File: config.mk
export PLATFORM = sky130hd
export DESIGN_NAME = oats_cell
export DESIGN_NICKNAME = d
export VERILOG_FILES = /design/src/oats_pkg.sv /design/src/oats_cell.sv
export SDC_FILE = /design/constraint.sdc
export NUM_CORES = 1
export LEC_CHECK = 0
export ABC_AREA = 1
export BUFFER_PORTS_ARGS = -buffer_cell sky130_fd_sc_hd__buf_2
export CAP_MARGIN = 0
export CELL_PAD_IN_SITES_DETAIL_PLACEMENT = 1
export CELL_PAD_IN_SITES_GLOBAL_PLACEMENT = 2
export CORE_MARGIN = 4
export CORE_UTILIZATION = 24
export CTS_BUF_LIST = sky130_fd_sc_hd__clkbuf_16
export DETAILED_ROUTE_END_ITERATION = 16
export PLACE_DENSITY_LB_ADDON = 0.25
export SLEW_MARGIN = 20
export SYNTH_ARGS = -nofsm -noshare
export SYNTH_HDL_FRONTEND = slang
export SYNTH_SLANG_ARGS = --single-unit
File: constraint.sdc
create_clock -name i_clk -period 4.6 [get_ports i_clk]
set_clock_uncertainty 0.15 [all_clocks]
set_input_delay 0.92 -clock i_clk [delete_from_list [all_inputs] [get_ports i_clk]]
set_output_delay 0.92 -clock i_clk [all_outputs]
set_load 0.01 [all_outputs]
File: src/oats_pkg.sv
// Package for the ordered array table: operation and status codes, the cell
// control struct and default sizes. Used by the interfaces, cells, control and top.
// No dependencies.
package oats_pkg;

    localparam int CAPACITY_DEF  = 64;
    localparam int WORD_BITS_DEF = 32;

    localparam int KIND_BITS = 3;
    localparam int POS_BITS  = 7;
    localparam int STAT_BITS = 3;

    localparam logic [KIND_BITS-1:0] KIND_CLEAR  = 3'd0;
    localparam logic [KIND_BITS-1:0] KIND_APPEND = 3'd1;
    localparam logic [KIND_BITS-1:0] KIND_INSERT = 3'd2;
    localparam logic [KIND_BITS-1:0] KIND_DELETE = 3'd3;
    localparam logic [KIND_BITS-1:0] KIND_MAX    = 3'd4;
    localparam logic [KIND_BITS-1:0] KIND_SORT   = 3'd5;
    localparam logic [KIND_BITS-1:0] KIND_SEARCH = 3'd6;
    localparam logic [KIND_BITS-1:0] KIND_DUMP   = 3'd7;

    localparam logic [STAT_BITS-1:0] STAT_OK       = 3'd0;
    localparam logic [STAT_BITS-1:0] STAT_FULL     = 3'd1;
    localparam logic [STAT_BITS-1:0] STAT_BADPOS   = 3'd2;
    localparam logic [STAT_BITS-1:0] STAT_EMPTY    = 3'd3;
    localparam logic [STAT_BITS-1:0] STAT_NOTFOUND = 3'd4;

    localparam int CELL_OP_BITS = 3;
    localparam logic [CELL_OP_BITS-1:0] CELL_HOLD   = 3'd0;
    localparam logic [CELL_OP_BITS-1:0] CELL_APPEND = 3'd1;
    localparam logic [CELL_OP_BITS-1:0] CELL_INSERT = 3'd2;
    localparam logic [CELL_OP_BITS-1:0] CELL_DELETE = 3'd3;
    localparam logic [CELL_OP_BITS-1:0] CELL_ROTATE = 3'd4;
    localparam logic [CELL_OP_BITS-1:0] CELL_SORT   = 3'd5;

    typedef struct packed {
        logic [CELL_OP_BITS-1:0] op;
        logic                    phase;
    } t_cell_ctl;

endpackage

File: src/oats_cell.sv
// One storage cell of the table chain: holds one element and trades it with its
// neighbors for append, insert, delete, rotation and compare-exchange sorting.
// Depends on oats_pkg.
module oats_cell #(
    parameter int IDX       = 0,
    parameter int CAPACITY  = oats_pkg::CAPACITY_DEF,
    parameter int WORD_BITS = oats_pkg::WORD_BITS_DEF
) (
    input  logic                                   i_clk,
    input  oats_pkg::t_cell_ctl                    i_ctl,
    input  logic [$clog2(CAPACITY+1)-1:0]          i_count,
    input  logic [$clog2(CAPACITY+1)-1:0]          i_start,
    input  logic [WORD_BITS-1:0]                   i_value,
    input  logic [WORD_BITS-1:0]                   i_left,
    input  logic [WORD_BITS-1:0]                   i_right,
    output logic [WORD_BITS-1:0]                   o_data
);
    localparam int CNT_BITS = $clog2(CAPACITY+1);
    localparam logic [CNT_BITS-1:0] IDX_W    = CNT_BITS'(IDX);
    localparam logic [CNT_BITS-1:0] IDX_NEXT = CNT_BITS'(IDX + 1);
    localparam logic IDX_ODD  = 1'(IDX % 2);
    localparam logic HAS_LEFT = (IDX > 0);

    logic [WORD_BITS-1:0] r_data;
    logic [WORD_BITS-1:0] n_data;
    logic                 lower;
    logic                 upper;

    // In a sort phase a cell is either the low or the high end of a pair.
    assign lower = (IDX_ODD == i_ctl.phase) && (IDX_NEXT < i_count);
    assign upper = (IDX_ODD != i_ctl.phase) && HAS_LEFT && (IDX_W < i_count);

    always_comb begin
        n_data = r_data;
        unique case (i_ctl.op)
            oats_pkg::CELL_HOLD: begin
                n_data = r_data;
            end
            oats_pkg::CELL_APPEND: begin
                if (i_count == IDX_W) n_data = i_value;
            end
            oats_pkg::CELL_INSERT: begin
                if (IDX_W == i_start) begin
                    n_data = i_value;
                end else if (IDX_W > i_start) begin
                    n_data = i_left;
                end
            end
            oats_pkg::CELL_DELETE: begin
                if (IDX_W >= i_start) n_data = i_right;
            end
            oats_pkg::CELL_ROTATE: begin
                n_data = i_right;
            end
            oats_pkg::CELL_SORT: begin
                if (lower && ($signed(r_data) > $signed(i_right))) begin
                    n_data = i_right;
                end else if (upper && ($signed(i_left) > $signed(r_data))) begin
                    n_data = i_left;
                end
            end
            default: begin
                n_data = r_data;
            end
        endcase
    end

    always_ff @(posedge i_clk) begin
        r_data <= n_data;
    end

    assign o_data = r_data;

endmodule

Yosys cells after proc, flatten, opt, wreduce, memory -nomap -nowiden
Cells that the tools add are included.
{"block": "word_totals", "mem_bits_ro": 0, "memories": 0, "mem_bits_rw": 0, "ff_bits": 32, "latch_bits": 0, "wordCells": 27, "out_inout_bits": 32, "input_bits": 115}
{"block": "op_classes", "add_sub_neg": 0, "n_div": 0, "n_reduce_logical": 6, "n_eq_ne": 9, "shift": 0, "bitwise_logic": 1, "mux": 6, "order_cmp": 4, "multipliers": 0}
{"cell": "32-bit two-way mux", "n": 5}
{"cell": "32-bit case mux with 5 select lines", "n": 1}
{"cell": "32-bit > comparator", "n": 1}
{"cell": "7-bit zero test", "n": 2}
{"cell": "1-bit by 7-bit >= comparator with 1-bit output (first input constant)", "n": 1}
{"cell": "1-bit by 7-bit > comparator with 1-bit output (first input constant)", "n": 1}
{"cell": "1-bit by 7-bit < comparator with 1-bit output (first input constant)", "n": 1}
{"cell": "3-bit by 2-bit == test with 1-bit output (second input constant)", "n": 2}
{"cell": "3-bit == test (second input constant)", "n": 2}
{"cell": "2-bit inequality test (second input constant)", "n": 3}
{"cell": "5-bit AND reduction", "n": 1}
{"cell": "5-bit nonzero test", "n": 1}
{"cell": "3-bit by 1-bit == test with 1-bit output (second input constant)", "n": 1}
{"cell": "3-bit inequality test (second input constant)", "n": 1}
{"cell": "1-bit logical AND", "n": 2}
{"cell": "1-bit NOT", "n": 1}

Logic depth before layout (Yosys ltp)
Gate-level depths: netlist (run 1).
{"block": "depth", "depth_word": 5, "mapped_depth": 16, "ltp_nobuf": 16}

Least setup slack after synthesis (run 1)
OpenSTA, ideal clock, no wires.
{"block": "synth_timing", "path_type": "input -> register", "startpoint": "input port i_right[31]", "endpoint": "register r_data[0] (netlist: o_data[0]), enable pin", "setup_slack_ns": 0.535, "arrival_ns": 3.483, "path_buffers": 0, "required_ns": 4.018, "setup_ns": 0.432, "stages": 10, "path_cell_list": "inv_1 > ha_1 > a21oi_1 > o21a_1 > nand2_1 > a21oi_1 > nand2_1 > nand2_1 > nand3_1 > a21oi_1"}
{"block": "synth_between", "elab_chain_cells": 4}
{"element": "from (decl)", "line_no": "oats_cell.sv:15", "rtl": "input logic [WORD_BITS-1:0] i_right,"}
{"element": "32-bit > comparator", "line_no": "oats_cell.sv:56", "rtl": "if (lower && ($signed(r_data) > $signed(i_right))) begin"}
{"element": "1-bit logical AND", "line_no": "oats_cell.sv:56"}
{"element": "2-bit inequality test (no source line)"}
{"element": "5-bit AND reduction (no source line)"}
{"element": "to (signal assigned)", "line_no": "oats_cell.sv:69", "rtl": "r_data <= n_data;"}
{"element": "to (decl)", "line_no": "oats_cell.sv:24", "rtl": "logic [WORD_BITS-1:0] r_data;"}
Every way passes these cells.
A chain may end at the register's enable or synchronous reset.

Worst setup path after layout (run 1)
{"block": "layout_timing", "startpoint": "input port i_right[23]", "endpoint": "register r_data[31] (netlist: o_data[31]), enable pin"}
The elaborated chain is that of the path after synthesis.

==> flow_summary.yaml, run 1 <==
power_and_ir_drop:
  power-per-cell-area_nw_per_um2: 282
  comb_power_share: 0.281
  clkPwrFrac: 0.356
  internal_power_mw: 0.745
  p_seq_frac: 0.363
  p_sw_frac: 0.295
  power.leakage_nw: 1.87
  switching_power_mw: 0.311
  peakVddDrop_uv: 133
  power.total_mw: 1.06
synth:
  yosysTopAreaCell: "edfxtp_1"
  avgSynthCellArea_um2: 7.89
  seq_area_frac_synth: 0.353
  synthCells: 345
  syn_nets: 492
  yosys_register_bits: 32
  yosys-top-cells-area: "edfxtp_1 (35%), ha_1 (15%), nand2_1 (10%), o221ai_1 (9.7%), nor2_1 (6.1%)"
  netlist.area_leader.share: 0.353
  synth_warnings: 0
  synth_area_um2: 2720
  yosysUniqueCellTypes: 25
clocking:
  h-tree-depth: 2
  tritoncts: "built"
  cts_made_buffers: 5
  cts_resized: 0
  clk_path_buf_depth: 2
  numClockSinks: 32
  clk_latency_ns: 0.28
  cts_setup_buffers: 0
  root_buffer: "clkbuf_16"
  ctsHoldBuffers: 0
  path_clk_slew_ns: 0.06
timing:
  relSlewSlack: 0.474
  setup_tns_ns: 0
  max_freq_mhz: 303
  min_period_over_period: 0.717
  finalMaxSlewViolations: 0
  hold_viol: 0
  layout_min_cycle_time_ns: 3.30
  tightest_slew_ns: 0.779
  fin_ws_ns: 1.30
  setup_viol: 0
  grt_setup_unrepaired: "false"
route:
  viasPerCell: 4.71
  drcViolationCount: 0
  met3_length_um: 590
  met1_length_um: 4480
  vias: 2958
  drt-total-wl_um: 10300
  routed.top_layer: "met4"
  drtIter0Drc: 116
  antenna_left: 0
  wire_per_inst_um: 16.3
  met2_length_um: 5100
  drt_first_pass_iters: 4
setup_path:
  crit_fanout: 22
  cp.arrival_ns: 3.09
  worstSetupEndpointType: "register"
  critical_path.top_delay_family: "simple AND/OR/NAND/NOR gates"
  path_cells: "buf_2 -> inv_1 -> ha_1 -> nand2_1 -> nor2_1 -> nand4_1 -> nor2_1 -> nand2_1 -> nand3_1 -> nand3_1 -> a21oi_4 -> buf_4"
  cp-start-kind: "input port"
  cpMaxStageDelayCell: "buf_4"
  crit_required_ns: 4.39
  path_buf_inv: 3
  path_class: "in -> reg"
  max_stage_delay_ns: 0.40
worst_hold_path:
  hold_path_class: "in -> reg"
grt:
  grt_pass1_vias: 3205
  grt_max_degree: 35
  grt_pass1_wl_um: 16200
  antenna_found_initial: 0
  overflow: 0
  grt_usage: 0.156
finish:
  largest_reg_flops: 32
  drive_above_1_share: 0.340
  syn_to_final_growth_pct: 37.7
  utilization: 0.341
  n_antenna_cell: 0
  nNetsFinal: 634
die:
  num_rows: 38
  core_um2: 11000
  die_w_um: 114
  dieHeight_um: 114
  start_util: 0.248
  dieArea_um2: 13100
  ios: 147
place:
  dpl.hpwl_um: 8170
  gp_congestion: 0.717
  io_buffer_count: 146
  dp_slack_ns: 1.03
outcome:
  outcome: "finished, final reports clean"
run:
  drv_cap: 0
-- power groups by stage --
stage,Combinational (mW),Sequential (mW),Clock (mW)
2_1_floorplan,0.148,0.402,0
3_3_place_gp,0.295,0.389,0
3_5_place_dp,0.304,0.390,0
4_1_cts,0.306,0.384,0.386
5_1_grt,0.344,0.387,0.397
6_report,0.297,0.384,0.376
-- worst paths after layout --
path / startpoint / end / slack (ns) / depth (start not counted)
min reg2reg: o_data[31]$_DFFE_PP_ / o_data[11]$_DFFE_PP_ / 1.02 / 4
max reg2reg: o_data[23]$_DFFE_PP_ / o_data[31]$_DFFE_PP_ / 1.66 / 10
max: i_right[23] / o_data[31]$_DFFE_PP_ / 1.30 / 12
min: i_value[15] / o_data[15]$_DFFE_PP_ / 0.79 / 3
-- cell families (layout without fill, tap and decap cells) --
group	count (synthesis)	after routing	share of synthesized area
AOI/OAI and AO/OA	89	89	0.213
buffers and inverters	62	205	0.0965
adders and majority gates	32	32	0.147
DFF	32	32	0.353
and+or+nand+nor	130	130	0.190
-- layout by cell type (no fill, tap or decap), drive strengths merged --
master	instances
ha	32
clkinv	1
clkbuf	5
bufinv	1
inv	48
nand3	4
nand2	75
o21ai	34
o211ai	3
buf	150
o311ai	1
nor4	2
a21oi	18
and3	1
edfxtp	32
o21a	2
nor2	44
nand4	2
nor3	2
o221ai	30
a21o	1
-- worst min-delay path, stage by stage --
cell and delay [ns]:
buf_2 0.09, nand2_1 0.05, o221ai_1 0.05
-- cells in the mapped netlist (all sizes together) --
cell type,count
nor3,2
o21ai,34
and3,1
nor2,44
o221ai,30
o21a,2
o311ai,1
nand3,4
o211ai,3
a21o,1
edfxtp,32
inv,47
a21oi,18
nand4,2
buf,9
nor4,2
ha,32
nand2,75
clkbuf,6
-- stage by stage --
stage	hold WS, ns	std cells	instance area [um2]
after CTS	0.786	628	3750
after floorplan	0.969	345	2720
final	0.790	628	3750
after global routing	0.801	628	3750
after detailed placement	1.03	620	3580
after global placement	0.936	620	3580
-- metal layers --
layer	up-vias	track usage
li1	1496	-
met1	1373	0.195
met2	83	0.274
met3	6	0.0328
met4	0	0.0333
met5	-	0
-- cell type report --
class,instances,area (um2)
clock buffer,5,125
timing repair buffer,150,761
fill,1394,7230
sequential,32,961
inverter,47,176
multi-input combinational,251,1510
tap,140,175
clock inverter,3,38.8
Note: power is estimated with default switching activity, not from simulation.
==> run 2: changes to the inputs <==
Settings changed: ABC_AREA 1 to 0, CORE_UTILIZATION 24 to 22.
Clock period 4.6 ns to 2.7 ns, I/O delays scaled along.
==> flow_summary.yaml, run 2 <==
setup_path:
  rr_worst_depth: 9
  cp.arrival_ns: 2.60
  crit_required_ns: 2.58
  cp-start-kind: "register"
  regToRegSetupSlack_ns: -0.02
  path_class: "reg -> reg"
  worstSetupEndpointType: "register"
  r2r-start: "o_data[8]$_DFFE_PP_"
  crit_fanout: 18
  rr_endpoint: "o_data[1]$_DFFE_PP_"
finish:
  n_antenna_cell: 0
  nFillCells: 1299
  mostFrequentLayoutCell: "buf_2"
  largest_reg_flops: 32
  syn_to_final_growth_pct: 63.6
  final_cell_mix: "buf_2 (146), inv_1 (57), buf_4 (33)"
  utilization: 0.368
  postLayoutCellArea_um2: 4010
  drive_above_1_share: 0.532
  nNetsFinal: 568
synth:
  avgSynthCellArea_um2: 10.3
  synth_warnings: 0
  seq_area_frac_synth: 0.392
  netlist.area_leader.share: 0.392
  ys_top_cells_by_count: "inv_1 (64), edfxtp_1 (32), ha_1 (32)"
  synth_flop_cell: "edfxtp_1"
  synthArstFlopShare: 0
  syn_nets: 385
  synth_top_family_by_area: "compound AO/OA/AOI/OAI gates"
  yosysTopAreaCell: "edfxtp_1"
  synth_xor_area_frac: 0
  synthSimpleGateAreaFrac: 0.108
  synthMuxAreaShare: 0
  synth_adder_area_share: 0.163
  synthCells: 238
  synth-edff-count: 32
  yosys_register_bits: 32
  synth_area_um2: 2450
  yosysUniqueCellTypes: 37
  post-synth-top-count-cell: "inv_1"
  yosys-top-cells-area: "edfxtp_1 (39%), ha_1 (16%), a222oi_1 (13%), inv_1 (9.8%), buf_6 (2.8%)"
  synth_compound_gate_area_share: 0.207
route:
  drtIter0Drc: 169
  wire_per_inst_um: 15.3
  drcViolationCount: 0
  vias: 2599
  viasPerCell: 4.63
  drt_first_pass_iters: 8
  antenna_left: 0
  drt-total-wl_um: 8610
timing:
  min_period_over_period: 1.01
  finalMaxSlewViolations: 0
  fin_ws_ns: -0.0184
  tightest_slew_ns: 0.509
  max_freq_mhz: 368
  setup_tns_ns: -0.317
  grt_setup_unrepaired: "true"
  hold_viol: 0
  relSlewSlack: 0.652
  whs_ns: 0.400
  setup_viol: 31
  layout_min_cycle_time_ns: 2.72
power_and_ir_drop:
  p_sw_frac: 0.278
  p_seq_frac: 0.378
  comb_power_share: 0.314
  peakVddDrop_uv: 185
  internal_power_mw: 1.21
  power.leakage_nw: 2.02
  clkPwrFrac: 0.308
  switching_power_mw: 0.468
  power-per-cell-area_nw_per_um2: 419
grt:
  grt_pass1_wl_um: 13400
  grt_pass1_vias: 2806
  overflow: 0
  grt_max_degree: 34
  grt_usage: 0.130
  antenna_found_initial: 0
worst_hold_path:
  min_to: "o_data[22]$_DFFE_PP_"
  hp-start: "i_value[22]"
  hold_path_class: "in -> reg"
  holdPathStages: 3
run:
  drv_cap: 0
die:
  num_rows: 38
  core_um2: 10900
  dieHeight_um: 114
  dieArea_um2: 12900
  die_w_um: 114
  start_util: 0.225
  ios: 147
outcome:
  violations: "negative setup slack"
  outcome: "complete, but fails checks"
clocking:
  clk_latency_ns: 0.27
  ctsHoldBuffers: 0
  h-tree-depth: 2
  tritoncts: "built"
  clk_path_buf_depth: 2
  cts_made_buffers: 5
  root_buffer: "clkbuf_16"
  numClockSinks: 32
  path_clk_slew_ns: 0.05
place:
  dpl.hpwl_um: 7250
  gp_congestion: 0.707
  place_area_um2: 3760
  io_buffer_count: 146
==> run 2: cell count changes after synthesis, moves of 21 or more <==
cell,delta
a222oi_1,+31
nand2_1,-66
inv_1,+21
o21ai_0,-26
o221ai_1,-30
nor2_1,-43
==> run 2: cell families after synthesis <==
family,count (synthesis)
AND/OR/NAND/NOR,41
AO/OA/AOI/OAI,60
flip-flops,32
adder cells (fa/ha/maj),32
buffers and inverters,73
==> run 2: cell type report <==
cell class	instances	area, um2	area share
multi-input cells	133	1390	0.345
repair buffers	185	1100	0.274
flip-flops and latches	32	961	0.240
inverters	64	258	0.0643
well taps	140	175	0.0437
clock buffers	5	125	0.0312
clock inverters	2	8.76	0.00218
==> run 2: how the worst max path moves through the flow <==
stage	from	end	slack (ns)	depth (start not counted)
2_1_floorplan	i_right[30]	o_data[0]$_DFFE_PP_	-0.04	9
3_3_place_gp	i_right[15]	o_data[0]$_DFFE_PP_	-0.34	11
3_5_place_dp	i_right[11]	o_data[3]$_DFFE_PP_	-0.41	11
4_1_cts	o_data[9]$_DFFE_PP_	o_data[3]$_DFFE_PP_	-0.08	9
5_1_grt	o_data[31]$_DFFE_PP_	o_data[17]$_DFFE_PP_	-0.15	9
6_report	o_data[8]$_DFFE_PP_	o_data[1]$_DFFE_PP_	-0.02	9
==> run 2: per-stage QoR <==
step / instances / power, mW / worst slack, ns
2_1_floorplan: 238 / 0.888 / -0.0407
3_3_place_gp: 547 / 1.15 / -0.343
3_5_place_dp: 547 / 1.17 / -0.410
4_1_cts: 557 / 1.71 / -0.0821
5_1_grt: 561 / 1.80 / -0.145
6_report: 561 / 1.68 / -0.0184
==> run 2: worst max-delay path, cell delays in order, from the launching register on <==
cell and delay (ns):
edfxtp_1 0.43, ha_4 0.30, nand4_1 0.15, or4_4 0.54, nor4_4 0.22, nor3_2 0.08, and3_4 0.16, a22oi_2 0.17
nand2_4 0.09, buf_12 0.17
==> run 2: what timing repair did <==
| item | 4_1_cts | 5_1_grt |
|---|---|---|
| gates resized for setup | 4 | 5 |
| pin swaps | 2 | 0 |
| endpoints found under the setup margin | 32 | 32 |
| buffers inserted | 3 | 4 |
==> run 2: power groups by stage <==
| stage | registers (mW) | clock network (mW) | logic [mW] |
|---|---|---|---|
| global route | 0.640 | 0.559 | 0.599 |
| CTS | 0.636 | 0.537 | 0.534 |
| global placement | 0.644 | 0 | 0.510 |
| detailed placement | 0.646 | 0 | 0.522 |
| floorplan | 0.661 | 0 | 0.227 |
| finish | 0.636 | 0.518 | 0.527 |
==> run 2: routing by layer <==
layer	vias to the layer above	GRT usage	part of all wire
met3	5	0.0329	0.081
met2	98	0.242	0.52
li1	1284	-	-
met5	-	0	0
met1	1212	0.151	0.39
met4	0	0.0264	0.0058
