--- src/oats_pkg.sv ---
// Package for the ordered array table: operation and status codes, the cell
// control struct and default sizes. Used by the interfaces, cells, control and top.
// No dependencies.
package oats_pkg;

    localparam int CAPACITY_DEF  = 64;
    localparam int WORD_BITS_DEF = 32;

    localparam int KIND_BITS = 3;
    localparam int POS_BITS  = 7;
    localparam int STAT_BITS = 3;

    localparam logic [KIND_BITS-1:0] KIND_CLEAR  = 3'd0;
    localparam logic [KIND_BITS-1:0] KIND_APPEND = 3'd1;
    localparam logic [KIND_BITS-1:0] KIND_INSERT = 3'd2;
    localparam logic [KIND_BITS-1:0] KIND_DELETE = 3'd3;
    localparam logic [KIND_BITS-1:0] KIND_MAX    = 3'd4;
    localparam logic [KIND_BITS-1:0] KIND_SORT   = 3'd5;
    localparam logic [KIND_BITS-1:0] KIND_SEARCH = 3'd6;
    localparam logic [KIND_BITS-1:0] KIND_DUMP   = 3'd7;

    localparam logic [STAT_BITS-1:0] STAT_OK       = 3'd0;
    localparam logic [STAT_BITS-1:0] STAT_FULL     = 3'd1;
    localparam logic [STAT_BITS-1:0] STAT_BADPOS   = 3'd2;
    localparam logic [STAT_BITS-1:0] STAT_EMPTY    = 3'd3;
    localparam logic [STAT_BITS-1:0] STAT_NOTFOUND = 3'd4;

    localparam int CELL_OP_BITS = 3;
    localparam logic [CELL_OP_BITS-1:0] CELL_HOLD   = 3'd0;
    localparam logic [CELL_OP_BITS-1:0] CELL_APPEND = 3'd1;
    localparam logic [CELL_OP_BITS-1:0] CELL_INSERT = 3'd2;
    localparam logic [CELL_OP_BITS-1:0] CELL_DELETE = 3'd3;
    localparam logic [CELL_OP_BITS-1:0] CELL_ROTATE = 3'd4;
    localparam logic [CELL_OP_BITS-1:0] CELL_SORT   = 3'd5;

    typedef struct packed {
        logic [CELL_OP_BITS-1:0] op;
        logic                    phase;
    } t_cell_ctl;

endpackage

--- src/oats_req_if.sv ---
// Request channel of the ordered array table: valid/ready and the request fields.
// Depends on oats_pkg.
interface oats_req_if #(
    parameter int WORD_BITS = oats_pkg::WORD_BITS_DEF
);
    logic                           valid;
    logic                           ready;
    logic [oats_pkg::KIND_BITS-1:0] kind;
    logic signed [WORD_BITS-1:0]    value;
    logic [oats_pkg::POS_BITS-1:0]  position;

    modport source (output valid, kind, value, position, input ready);
    modport sink   (input valid, kind, value, position, output ready);
endinterface

--- src/oats_rsp_if.sv ---
// Response channel of the ordered array table: valid/ready and the result fields.
// Depends on oats_pkg.
interface oats_rsp_if #(
    parameter int WORD_BITS = oats_pkg::WORD_BITS_DEF
);
    logic                           valid;
    logic                           ready;
    logic signed [WORD_BITS-1:0]    result_value;
    logic [oats_pkg::POS_BITS-1:0]  result_position;
    logic [oats_pkg::STAT_BITS-1:0] status;
    logic                           last;

    modport source (output valid, result_value, result_position, status, last, input ready);
    modport sink   (input valid, result_value, result_position, status, last, output ready);
endinterface

--- src/oats_ctrl.sv ---
// Sequencer of the ordered array table: request decoding, element count, the
// rotation walk for max/search/dump, the sort phases and the response register.
// Depends on oats_pkg, oats_req_if and oats_rsp_if.
module oats_ctrl #(
    parameter int CAPACITY  = oats_pkg::CAPACITY_DEF,
    parameter int WORD_BITS = oats_pkg::WORD_BITS_DEF
) (
    input  logic                              i_clk,
    input  logic                              i_rst_n,
    oats_req_if.sink                          i_req,
    oats_rsp_if.source                        o_rsp,
    input  logic [WORD_BITS-1:0]              i_head,
    output oats_pkg::t_cell_ctl               o_ctl,
    output logic [$clog2(CAPACITY+1)-1:0]     o_count,
    output logic [$clog2(CAPACITY+1)-1:0]     o_start,
    output logic [WORD_BITS-1:0]              o_value
);
    localparam int CNT_BITS  = $clog2(CAPACITY+1);
    localparam int STEP_BITS = $clog2(CAPACITY);
    localparam int CW = ((oats_pkg::POS_BITS > CNT_BITS) ? oats_pkg::POS_BITS : CNT_BITS) + 1;
    localparam logic [STEP_BITS-1:0] STEP_LAST = STEP_BITS'(CAPACITY - 1);
    localparam logic [CNT_BITS-1:0]  CNT_FULL  = CNT_BITS'(CAPACITY);

    localparam logic [1:0] ST_IDLE = 2'd0;
    localparam logic [1:0] ST_WALK = 2'd1;
    localparam logic [1:0] ST_FIN  = 2'd2;
    localparam logic [1:0] ST_SORT = 2'd3;

    logic [1:0]                         r_state, n_state;
    logic [CNT_BITS-1:0]                r_count, n_count;
    logic [STEP_BITS-1:0]               r_step, n_step;
    logic [oats_pkg::KIND_BITS-1:0]     r_kind, n_kind;
    logic [WORD_BITS-1:0]               r_key, n_key;
    logic [WORD_BITS-1:0]               r_best, n_best;
    logic                               r_hit, n_hit;
    logic [STEP_BITS-1:0]               r_hit_idx, n_hit_idx;
    logic                               r_phase, n_phase;

    logic                               r_ovalid;
    logic [WORD_BITS-1:0]               r_oval;
    logic [oats_pkg::POS_BITS-1:0]      r_opos;
    logic [oats_pkg::STAT_BITS-1:0]     r_ostat;
    logic                               r_olast;

    logic                               out_free;
    logic                               acc;
    logic                               need_emit;
    logic                               emit;
    logic                               advance;
    logic [WORD_BITS-1:0]               e_val;
    logic [oats_pkg::POS_BITS-1:0]      e_pos;
    logic [oats_pkg::STAT_BITS-1:0]     e_stat;
    logic                               e_last;
    logic [CW-1:0]                      pos_w;
    logic [CW-1:0]                      cnt_w;
    logic                               full;
    logic                               empty;
    logic                               ins_bad;
    logic                               del_bad;
    logic                               in_use;
    logic                               match;
    logic [CNT_BITS-1:0]                head_pos;
    logic [CNT_BITS-1:0]                hit_pos;

    assign out_free = !r_ovalid || o_rsp.ready;
    assign i_req.ready = (r_state == ST_IDLE) && out_free;
    assign acc = i_req.valid && i_req.ready;

    assign pos_w   = CW'(i_req.position);
    assign cnt_w   = CW'(r_count);
    assign full    = (r_count == CNT_FULL);
    assign empty   = (r_count == '0);
    assign ins_bad = (pos_w == '0) || (pos_w > cnt_w + CW'(1));
    assign del_bad = (pos_w == '0) || (pos_w > cnt_w);

    assign in_use   = CNT_BITS'(r_step) < r_count;
    assign head_pos = CNT_BITS'(r_step) + CNT_BITS'(1);
    assign hit_pos  = CNT_BITS'(r_hit_idx) + CNT_BITS'(1);
    assign match    = in_use && (i_head == r_key);

    assign o_count = r_count;
    assign o_start = CNT_BITS'(pos_w - CW'(1));
    assign o_value = i_req.value;
    assign emit    = need_emit && out_free;

    always_comb begin
        n_state   = r_state;
        n_count   = r_count;
        n_step    = r_step;
        n_kind    = r_kind;
        n_key     = r_key;
        n_best    = r_best;
        n_hit     = r_hit;
        n_hit_idx = r_hit_idx;
        n_phase   = r_phase;
        o_ctl.op    = oats_pkg::CELL_HOLD;
        o_ctl.phase = r_phase;
        need_emit = 1'b0;
        advance   = 1'b0;
        e_val     = '0;
        e_pos     = '0;
        e_stat    = oats_pkg::STAT_OK;
        e_last    = 1'b1;
        unique case (r_state)
            ST_IDLE: begin
                if (acc) begin
                    n_kind = i_req.kind;
                    n_key  = i_req.value;
                    n_step = '0;
                    n_hit  = 1'b0;
                    unique case (i_req.kind)
                        oats_pkg::KIND_CLEAR: begin
                            need_emit = 1'b1;
                            n_count   = '0;
                        end
                        oats_pkg::KIND_APPEND: begin
                            need_emit = 1'b1;
                            if (full) begin
                                e_stat = oats_pkg::STAT_FULL;
                            end else begin
                                o_ctl.op = oats_pkg::CELL_APPEND;
                                n_count  = r_count + CNT_BITS'(1);
                            end
                        end
                        oats_pkg::KIND_INSERT: begin
                            need_emit = 1'b1;
                            if (full) begin
                                e_stat = oats_pkg::STAT_FULL;
                            end else if (ins_bad) begin
                                e_stat = oats_pkg::STAT_BADPOS;
                            end else begin
                                o_ctl.op = oats_pkg::CELL_INSERT;
                                n_count  = r_count + CNT_BITS'(1);
                            end
                        end
                        oats_pkg::KIND_DELETE: begin
                            need_emit = 1'b1;
                            if (empty) begin
                                e_stat = oats_pkg::STAT_EMPTY;
                            end else if (del_bad) begin
                                e_stat = oats_pkg::STAT_BADPOS;
                            end else begin
                                o_ctl.op = oats_pkg::CELL_DELETE;
                                n_count  = r_count - CNT_BITS'(1);
                            end
                        end
                        oats_pkg::KIND_MAX, oats_pkg::KIND_DUMP: begin
                            if (empty) begin
                                need_emit = 1'b1;
                                e_stat    = oats_pkg::STAT_EMPTY;
                            end else begin
                                n_state = ST_WALK;
                            end
                        end
                        oats_pkg::KIND_SORT: begin
                            // The response goes out now; the sort phases follow
                            // before the next request is taken.
                            need_emit = 1'b1;
                            n_state   = ST_SORT;
                            n_phase   = 1'b0;
                        end
                        oats_pkg::KIND_SEARCH: begin
                            n_state = ST_WALK;
                        end
                    endcase
                end
            end
            ST_WALK: begin
                // After r_step rotations the head cell holds element r_step.
                priority if (r_kind == oats_pkg::KIND_MAX) begin
                    if ((r_step == '0) || (in_use && ($signed(i_head) > $signed(r_best)))) begin
                        n_best = i_head;
                    end
                end else if (r_kind == oats_pkg::KIND_SEARCH) begin
                    // A match is held back until the next one is found so that the final one can carry last.
                    if (match && r_hit) begin
                        need_emit = 1'b1;
                        e_val     = r_key;
                        e_pos     = oats_pkg::POS_BITS'(hit_pos);
                        e_last    = 1'b0;
                    end
                    if (match && (!r_hit || out_free)) begin
                        n_hit     = 1'b1;
                        n_hit_idx = r_step;
                    end
                end else begin
                    if (in_use) begin
                        need_emit = 1'b1;
                        e_val     = i_head;
                        e_pos     = oats_pkg::POS_BITS'(head_pos);
                        e_last    = (head_pos == r_count);
                    end
                end
                advance = !need_emit || out_free;
                if (advance) begin
                    o_ctl.op = oats_pkg::CELL_ROTATE;
                    n_step   = r_step + STEP_BITS'(1);
                    if (r_step == STEP_LAST) begin
                        n_state = (r_kind == oats_pkg::KIND_DUMP) ? ST_IDLE : ST_FIN;
                    end
                end
            end
            ST_FIN: begin
                need_emit = 1'b1;
                if (r_kind == oats_pkg::KIND_MAX) begin
                    e_val = r_best;
                end else begin
                    e_val = r_key;
                    if (r_hit) begin
                        e_pos = oats_pkg::POS_BITS'(hit_pos);
                    end else begin
                        e_stat = oats_pkg::STAT_NOTFOUND;
                    end
                end
                if (out_free) n_state = ST_IDLE;
            end
            ST_SORT: begin
                o_ctl.op = oats_pkg::CELL_SORT;
                n_phase  = !r_phase;
                n_step   = r_step + STEP_BITS'(1);
                if (r_step == STEP_LAST) n_state = ST_IDLE;
            end
            default: begin
                n_state = ST_IDLE;
            end
        endcase
    end

    always_ff @(posedge i_clk) begin
        if (!i_rst_n) begin
            r_state  <= ST_IDLE;
            r_count  <= '0;
            r_ovalid <= 1'b0;
            r_step   <= '0;
            r_hit    <= 1'b0;
            r_phase  <= 1'b0;
        end else begin
            r_state <= n_state;
            r_count <= n_count;
            r_step  <= n_step;
            r_hit   <= n_hit;
            r_phase <= n_phase;
            if (emit) begin
                r_ovalid <= 1'b1;
            end else if (o_rsp.ready) begin
                r_ovalid <= 1'b0;
            end
        end
    end

    always_ff @(posedge i_clk) begin
        r_kind    <= n_kind;
        r_key     <= n_key;
        r_best    <= n_best;
        r_hit_idx <= n_hit_idx;
        if (emit) begin
            r_oval  <= e_val;
            r_opos  <= e_pos;
            r_ostat <= e_stat;
            r_olast <= e_last;
        end
    end

    assign o_rsp.valid           = r_ovalid;
    assign o_rsp.result_value    = r_oval;
    assign o_rsp.result_position = r_opos;
    assign o_rsp.status          = r_ostat;
    assign o_rsp.last            = r_olast;

    a_count_bound: assert property (@(posedge i_clk) disable iff (!i_rst_n)
        r_count <= CNT_FULL)
        else $error("element count above capacity");

    a_no_overwrite: assert property (@(posedge i_clk) disable iff (!i_rst_n)
        need_emit && !out_free |=> r_ovalid && $stable(r_oval) && $stable(r_olast))
        else $error("pending response overwritten");

    a_append_grows: assert property (@(posedge i_clk) disable iff (!i_rst_n)
        acc && (i_req.kind == oats_pkg::KIND_APPEND) && !full
        |=> r_count == $past(r_count) + CNT_BITS'(1))
        else $error("append did not grow the table");

    a_walk_stall: assert property (@(posedge i_clk) disable iff (!i_rst_n)
        (r_state == ST_WALK) && !advance |=> $stable(r_step) && (r_state == ST_WALK))
        else $error("walk moved while the response was stalled");

endmodule

--- src/flat_wrapper.sv ---
// flat-port wrapper written by rule: the top's interface ports become plain ports
module oats_ctrl_flat 
#(
    parameter int CAPACITY  = oats_pkg::CAPACITY_DEF,
    parameter int WORD_BITS = oats_pkg::WORD_BITS_DEF
)
  (i_clk, i_rst_n, i_head, o_ctl, o_count, o_start, o_value, i_req_valid, i_req_kind, i_req_value, i_req_position, i_req_ready, o_rsp_valid, o_rsp_result_value, o_rsp_result_position, o_rsp_status, o_rsp_last, o_rsp_ready);
  oats_req_if #(.WORD_BITS(WORD_BITS)) i_req_i ();
  oats_rsp_if #(.WORD_BITS(WORD_BITS)) o_rsp_i ();
  input  logic i_clk;
  input  logic i_rst_n;
  input  logic [WORD_BITS-1:0] i_head;
  output oats_pkg::t_cell_ctl o_ctl;
  output logic [$clog2(CAPACITY+1)-1:0] o_count;
  output logic [$clog2(CAPACITY+1)-1:0] o_start;
  output logic [WORD_BITS-1:0] o_value;
  input wire logic [$bits(i_req_i.valid)-1:0] i_req_valid;
  input wire logic [$bits(i_req_i.kind)-1:0] i_req_kind;
  input wire logic [$bits(i_req_i.value)-1:0] i_req_value;
  input wire logic [$bits(i_req_i.position)-1:0] i_req_position;
  output wire logic [$bits(i_req_i.ready)-1:0] i_req_ready;
  output wire logic [$bits(o_rsp_i.valid)-1:0] o_rsp_valid;
  output wire logic [$bits(o_rsp_i.result_value)-1:0] o_rsp_result_value;
  output wire logic [$bits(o_rsp_i.result_position)-1:0] o_rsp_result_position;
  output wire logic [$bits(o_rsp_i.status)-1:0] o_rsp_status;
  output wire logic [$bits(o_rsp_i.last)-1:0] o_rsp_last;
  input wire logic [$bits(o_rsp_i.ready)-1:0] o_rsp_ready;
  assign i_req_i.valid = i_req_valid;
  assign i_req_i.kind = i_req_kind;
  assign i_req_i.value = i_req_value;
  assign i_req_i.position = i_req_position;
  assign i_req_ready = i_req_i.ready;
  assign o_rsp_valid = o_rsp_i.valid;
  assign o_rsp_result_value = o_rsp_i.result_value;
  assign o_rsp_result_position = o_rsp_i.result_position;
  assign o_rsp_status = o_rsp_i.status;
  assign o_rsp_last = o_rsp_i.last;
  assign o_rsp_i.ready = o_rsp_ready;
  oats_ctrl #(.CAPACITY(CAPACITY), .WORD_BITS(WORD_BITS)) u_core (.i_clk(i_clk), .i_rst_n(i_rst_n), .i_req(i_req_i), .o_rsp(o_rsp_i), .i_head(i_head), .o_ctl(o_ctl), .o_count(o_count), .o_start(o_start), .o_value(o_value));
endmodule
--- config.mk ---
export PLATFORM = sky130hd
export DESIGN_NAME = oats_ctrl_flat
export DESIGN_NICKNAME = d
export VERILOG_FILES = /design/src/oats_pkg.sv /design/src/oats_req_if.sv /design/src/oats_rsp_if.sv /design/src/oats_ctrl.sv /design/src/flat_wrapper.sv
export SDC_FILE = /design/constraint.sdc
export NUM_CORES = 1
export LEC_CHECK = 0
export ABC_CLOCK_PERIOD_IN_PS = 5900
export BUFFER_PORTS_ARGS = -buffer_cell sky130_fd_sc_hd__buf_4
export CORE_MARGIN = 2
export CORE_UTILIZATION = 56
export CTS_CLUSTER_SIZE = 12
export DETAILED_ROUTE_END_ITERATION = 8
export HOLD_SLACK_MARGIN = 0.05
export PLACE_DENSITY = 0.81
export SLEW_MARGIN = 20
export SYNTH_ARGS = -nofsm -noshare
export SYNTH_HDL_FRONTEND = slang
export SYNTH_SLANG_ARGS = --single-unit
--- constraint.sdc ---
create_clock -name i_clk -period 5.9 [get_ports i_clk]
set_input_delay 0.885 -clock i_clk [delete_from_list [all_inputs] [get_ports i_clk]]
set_output_delay 0.885 -clock i_clk [all_outputs]
set_load 0.03 [all_outputs]
=== Word level (Yosys, flattened, before mapping) ===
Cells that the tools add are included.

* Reductions and logical operators: 38
* Mux-type cells: 73
* Bitwise logic cells: 2
* Eq/ne operators: 33
* $lt $le $gt $ge: 4
* Add/subtract/negate cells: 7

{| class="wikitable"
|+ Operator list
! operator !! number
|-
| $mux W32 || 5
|-
| $mux W7 || 11
|-
| $pmux W32 S2 || 1
|-
| $eq A32 B32 Y1 || 1
|-
| $gt A32 B32 Y1 || 1
|-
| $pmux W7 S4 || 1
|-
| $mux W3 || 9
|-
| $mux W2 || 12
|-
| $eq A3 B3 Y1 const B || 7
|-
| $mux W1 || 20
|-
| $pmux W3 S3 || 2
|-
| $pmux W6 S3 || 1
|-
| $add A6 B1 Y7 const B || 2
|-
| $ne A2 B1 Y1 const B || 7
|-
| $ne A2 B2 Y1 const B || 7
|-
| $pmux W7 S2 || 1
|-
| $sub A7 B1 Y7 const B || 2
|-
| $mux W6 || 2
|-
| $pmux W3 S4 || 1
|-
| $reduce_and A3 Y1 || 3
|-
| $add A7 B1 Y8 const B || 1
|-
| $gt A7 B8 Y1 || 1
|-
| $logic_not A8 Y1 || 1
|-
| $pmux W2 S4 || 1
|-
| 35 further kinds || 57
|}

* Register bits after elaboration: 134
* Input bits: 78

=== Logic depth before layout (Yosys ltp) ===
* Depth in word-level cells: 11
* Depth in mapped cells: 13

=== Worst setup path after synthesis ===
Ideal clock, no wire load.

* Path kind: register to register
* Start point: reg u_core.r_count[2] (netlist: u_core.o_count[2])
* End point: reg u_core.r_olast (netlist: u_core.o_rsp.last) (enable)
* Arrival time: 5.061 ns
* Stages on the path, launching flop included: 12
* Path buffers: 2
* Path slack: 0.342 ns
* Data required time: 5.403 ns
* Cells stage by stage: dfxtp_1 buf_2 inv_1 ha_1 a21oi_1 a21oi_1 nor3b_2 inv_1 nor2_1 buf_2 nor4_1 nor3_1

* Longest elaborated chain between the ends: 9
* Elaborated cells between the ends (all ways): 14
* Those cells by class: order compare: 1; mux: 9; reduce/logical: 4

{| class="wikitable"
|+ Ends and longest elaborated chain
! element !! line !! text
|-
| start: declaration || oats_ctrl.sv:30 || <nowiki>logic [CNT_BITS-1:0] r_count, n_count;</nowiki>
|-
| start signal: assignment || oats_ctrl.sv:239 || <nowiki>r_count <= n_count;</nowiki>
|-
| $lt A6 B7 Y1 || oats_ctrl.sv:76 || <nowiki>assign in_use = CNT_BITS'(r_step) < r_count;</nowiki>
|-
| $logic_and A1 B1 Y1 || oats_ctrl.sv:79 || <nowiki>assign match = in_use && (i_head == r_key);</nowiki>
|-
| $logic_and A1 B1 Y1 || oats_ctrl.sv:176 || <nowiki>if (match && r_hit) begin</nowiki>
|-
| $mux W1 || oats_ctrl.sv:176 ||
|-
| $mux W1 || oats_ctrl.sv:174 || <nowiki>end else if (r_kind == oats_pkg::KIND_SEARCH) begin</nowiki>
|-
| $mux W1 || oats_ctrl.sv:170 || <nowiki>priority if (r_kind == oats_pkg::KIND_MAX) begin</nowiki>
|-
| $mux W1 || oats_ctrl.sv:104 || <nowiki>unique case (r_state)</nowiki>
|-
| $pmux W1 S3 * || oats_ctrl.sv:104 ||
|-
| $logic_and A1 B1 Y1 * || oats_ctrl.sv:84 || <nowiki>assign emit = need_emit && out_free;</nowiki>
|-
| net u_core.emit || oats_ctrl.sv:48 || <nowiki>logic emit;</nowiki>
|-
| end signal: assignment || oats_ctrl.sv:260 || <nowiki>r_olast <= e_last;</nowiki>
|-
| end: declaration || oats_ctrl.sv:43 || <nowiki>logic r_olast;</nowiki>
|}

Mark *: on every way through the listed nets, which the timed path passes. The rest lies on a longest branch. The select of a mux whose other input is x is not followed.
A chain may end at the register's enable or synchronous reset.

==> summary.md <==
| Metric | Value |
|---|---|
| Slew at the pin closest to its max-slew limit | `1060 ps` |
| Pwr Total | `0.00336 W` |
| Power Internal | `0.00227 W` |
| Area of the core | `14600 um^2` |
| CTS H-Tree Depth | `4` |
| Final hold slack | `540 ps` |
| Critical-path maximum fanout | `9` |
| Number of setup buffers added after CTS | `0` |
| Routed WL | `21700 um` |
| Die Footprint | `16000 um^2` |
| Top_reg_cell synth | `edfxtp_1` |
| Xor/xnor share of the synthesized area | `6.15%` |
| Post-synth cell types | `approximately 70` |
| Final Skew | `7.88 ps` |
| Seq cells post-synth | `134` |
| Vias in the first global route | `approximately 6500` |
| Largest area contributor in the netlist | `edfxtp_1` |
| Mapped cell area | `8400 um^2` |
| Minimum clock period | `4150 ps` |
| Largest net degree at the start of global routing | `44` |
| Final period util | `a little over two thirds` |
| Crit-path max cell delay | `500 ps` |
| Seq/Total Area, Yosys | `45.7%` |
| Setup CP Type | `reg2out` |
| Hold Path Stages | `2` |
| Seq pwr share | `38.4%` |
| Grt ovf | `0` |
| Post-DP Area | `between 9000 and 10000 um^2` |
| First-pass GRT wire length | `between 30000 and 40000 um` |
| Worst-Skew Late Latency | `440 ps` |
| Combinational family with the most area after synthesis | `simple AND/OR/NAND/NOR gates` |
| Worst Reg2Reg Path Length in Cells | `10` |
| DRC Markers | `0` |
| Post-synth EDFFs | `116` |
| CTS resizes | `0` |
| Max-Cap Viols | `0` |
| Routed vias/inst | `6.04` |
| Synth Net Count | `about 920` |
| Hold Startpoint | `u_core.r_state[1]$_SDFFE_PN0P_` |
| GRT Resource Usage Total | `between 20% and 30%` |
| Crit path from | `u_core.o_count[0]$_SDFFE_PN0P_` |
| Fin area | `about 10000 um^2` |
| CP Capture Type | `primary output` |
| Worst vdd ir | `around 0.00023 V` |
| Die W | `126 um` |
| 1st-pass router iterations | `7` |
| Startpoint types | `flop` |
| CTS tree | `yes` |
| Cts bufs inserted | `17` |
| Net Switching | `0.00109 W` |
| Fin. Hold Viols | `0` |
| Largest cells by area after synthesis | `edfxtp_1, ha_1, xnor2_1, dfxtp_1, mux2_2` |
| Sw Share | `roughly 33%` |
| Number of cell rows | `between 40 and 50` |
| Worst Path Arrival | `approximately 3300 ps` |
| Yosys top cell area share | `41.5%` |
| Combinational share of power | `29.1%` |
| Hold crit path type | `reg2reg` |
| Reg2Reg Launch Point | `u_core.o_count[2]$_SDFFE_PN0P_` |
| Via Count | `6657` |
| Most common cell after layout, fill and taps aside | `buf_4` |
| Worst path slowest cell | `dfxtp_1` |
| DR WL/cell | `19.7 um` |
| Async S/R FF share, synth | `0%` |
| Area grow syn2layout | `21.4%` |
| Clock sink total | `~130` |
| Layout cells sized above 1 | `27.9%` |
| Clk buf depth | `2` |
| Initial Util | `around 58%` |
| PwrDens | `329 nW/um^2` |
| RSZ-0062 raised after global routing | `false` |
| Ant diodes | `0` |
| Post-Route Setup TNS | `0 ps` |
| Clock power share | `32.5%` |
| Post-Synth Adder-Cell Area | `10.2%` |
| DRT antenna net count | `0` |
| RD Place Congestion | `0.888` |
| Syn. warnings | `0` |
| Multiplexer share of the synthesized area | `5.24%` |
| Status | `complete, no violations` |
| Highest Clock Rate | `around 0.24 GHz` |
| Clk pin slew, worst setup/hold paths | `60 ps` |
| Initial drt markers | `around 700` |
| Compound-Gate Fraction of Synth Area | `11.9%` |
| Worst slew margin | `a little under 30%` |
| Non-filler instance count after layout | `1103` |
| Chip height | `126 um` |
| Port buffer count | `172` |
| DP Wirelength | `15100 um` |
| Static leakage | `4.04 nW` |
| Initial antenna violation count | `0` |
| Most frequent cells in the layout | `buf_4, edfxtp_1, ha_1, inv_1, xnor2_1` |
| Final Slew Violations | `0` |
| I/O pin cnt | `approximately 170` |
| Critical-path cell list | `ha_1 -> nand3_1 -> or3_1 -> xnor2_1 -> ha_1 -> nand3_1 -> nor3_1 -> nor3_1 -> a21o_1 -> o22a_1 -> nor3_1 -> buf_4` |
| Final Setup Violations | `0` |
| Number of hold-repair buffers added at the cts stage | `0` |
| Mapped Cells | `770` |
| Filler cells | `~1100` |
| Synth Area in Simple Gates | `13.4%` |
| Placed Instances | `1071` |
| Fin nets | `~1100` |
| CTS Root Cell | `clkbuf_16` |
| Most frequent CP cell | `nor3_1` |
| Data required, critical path | `5020 ps` |
| Mapped Avg Cell Area | `10.9 um^2` |
state kept, by name, indices dropped and copies added, names as in the netlist:
signal	cells
u_core.o_count	7
u_core.r_best	32
u_core.o_rsp.status	3
u_core.r_hit_idx	6
u_core.r_step	6
u_core.r_key	32
u_core.r_phase	1
u_core.o_rsp.last	1
u_core.r_kind	3
u_core.o_rsp.valid	1
u_core.o_rsp.result_value	32
u_core.o_rsp.result_position	7
u_core.r_hit	1
u_core.r_state	2
synthesized netlist by cell type (6+ instances only):
master / number
a21oi_1: 39
a222oi_1: 31
buf_2: 6
buf_4: 36
clkbuf_1: 14
dfxtp_1: 18
edfxtp_1: 116
ha_1: 67
inv_1: 57
mux2_2: 32
mux2i_1: 8
nand2_1: 47
nand3_1: 29
nand4_1: 17
nor2_1: 22
nor2b_1: 37
nor3_1: 12
nor4_1: 8
o21ai_0: 29
xnor2_1: 51
xor2_1: 8
power by group through the flow:
stage	Combinational, W	Clock, W	Sequential [W]
2_1_floorplan	0.000484	0	0.00144
3_3_place_gp	0.000952	0	0.00130
3_5_place_dp	0.000966	0	0.00131
4_1_cts	0.000975	0.00110	0.00129
5_1_grt	0.00104	0.00114	0.00130
6_report	0.000978	0.00109	0.00129
path summary, 6_finish.rpt:
check	to	slack, ps
setup / recovery	o_ctl[2]	1750
hold reg to reg	u_core.r_state[1]$_SDFFE_PN0P_	540
hold / removal	u_core.r_state[1]$_SDFFE_PN0P_	540
setup reg to reg	u_core.o_rsp.result_value[18]$_DFFE_PP_	2640
kinds of logic (layout without fill, tap and decap cells):
group / count (synthesis) / after routing
XOR/XNOR: 59 / 59
multiplexers: 40 / 40
flip-flops: 134 / 134
adder cells (fa/ha/maj): 68 / 68
buffers and inverters: 120 / 269
AND/OR/NAND/NOR: 206 / 206
AO/OA/AOI/OAI: 143 / 143
cell type report:
| cell class | count | area, um^2 | area share, % |
|---|---|---|---|
| sequential | 134 | 3840 | 37.7 |
| tap | 184 | 230 | 2.26 |
| multi-input combinational | 516 | 3960 | 38.8 |
| inverter | 59 | 224 | 2.20 |
| clock buffer | 23 | 478 | 4.69 |
| timing repair buffer | 178 | 1340 | 13.1 |
| clock inverter | 9 | 125 | 1.23 |
per-layer routing:
metal | up-vias | global-route usage (%) | part of all wire (%) | routed length (um)
li1 | 3118 | - | - | -
met1 | 3185 | 32.4 | 39 | 8460
met2 | 311 | 46.6 | 51 | 11000
met3 | 43 | 6.12 | 7.3 | 1590
met4 | 0 | 12.2 | 2.8 | 599
met5 | - | 0 | 0 | 0
through the flow:
step                      worst slack, ps  utilization, %
after floorplan                       342               -
after global placement               2190            65.8
after detailed placement             2180            65.8
after CTS                            1740            69.9
after global routing                 1510            69.9
final                                1750            69.9
worst max-delay path, delay by kind of cell (launching register included):
family          cells  cell delay (ps)
simple gates        6             1050
fa+ha+maj           2              560
flops               1              500
compound gates      2              380
buf+inv             1              200
xor+xnor            1              130
Power figures use the tool's default switching activity.
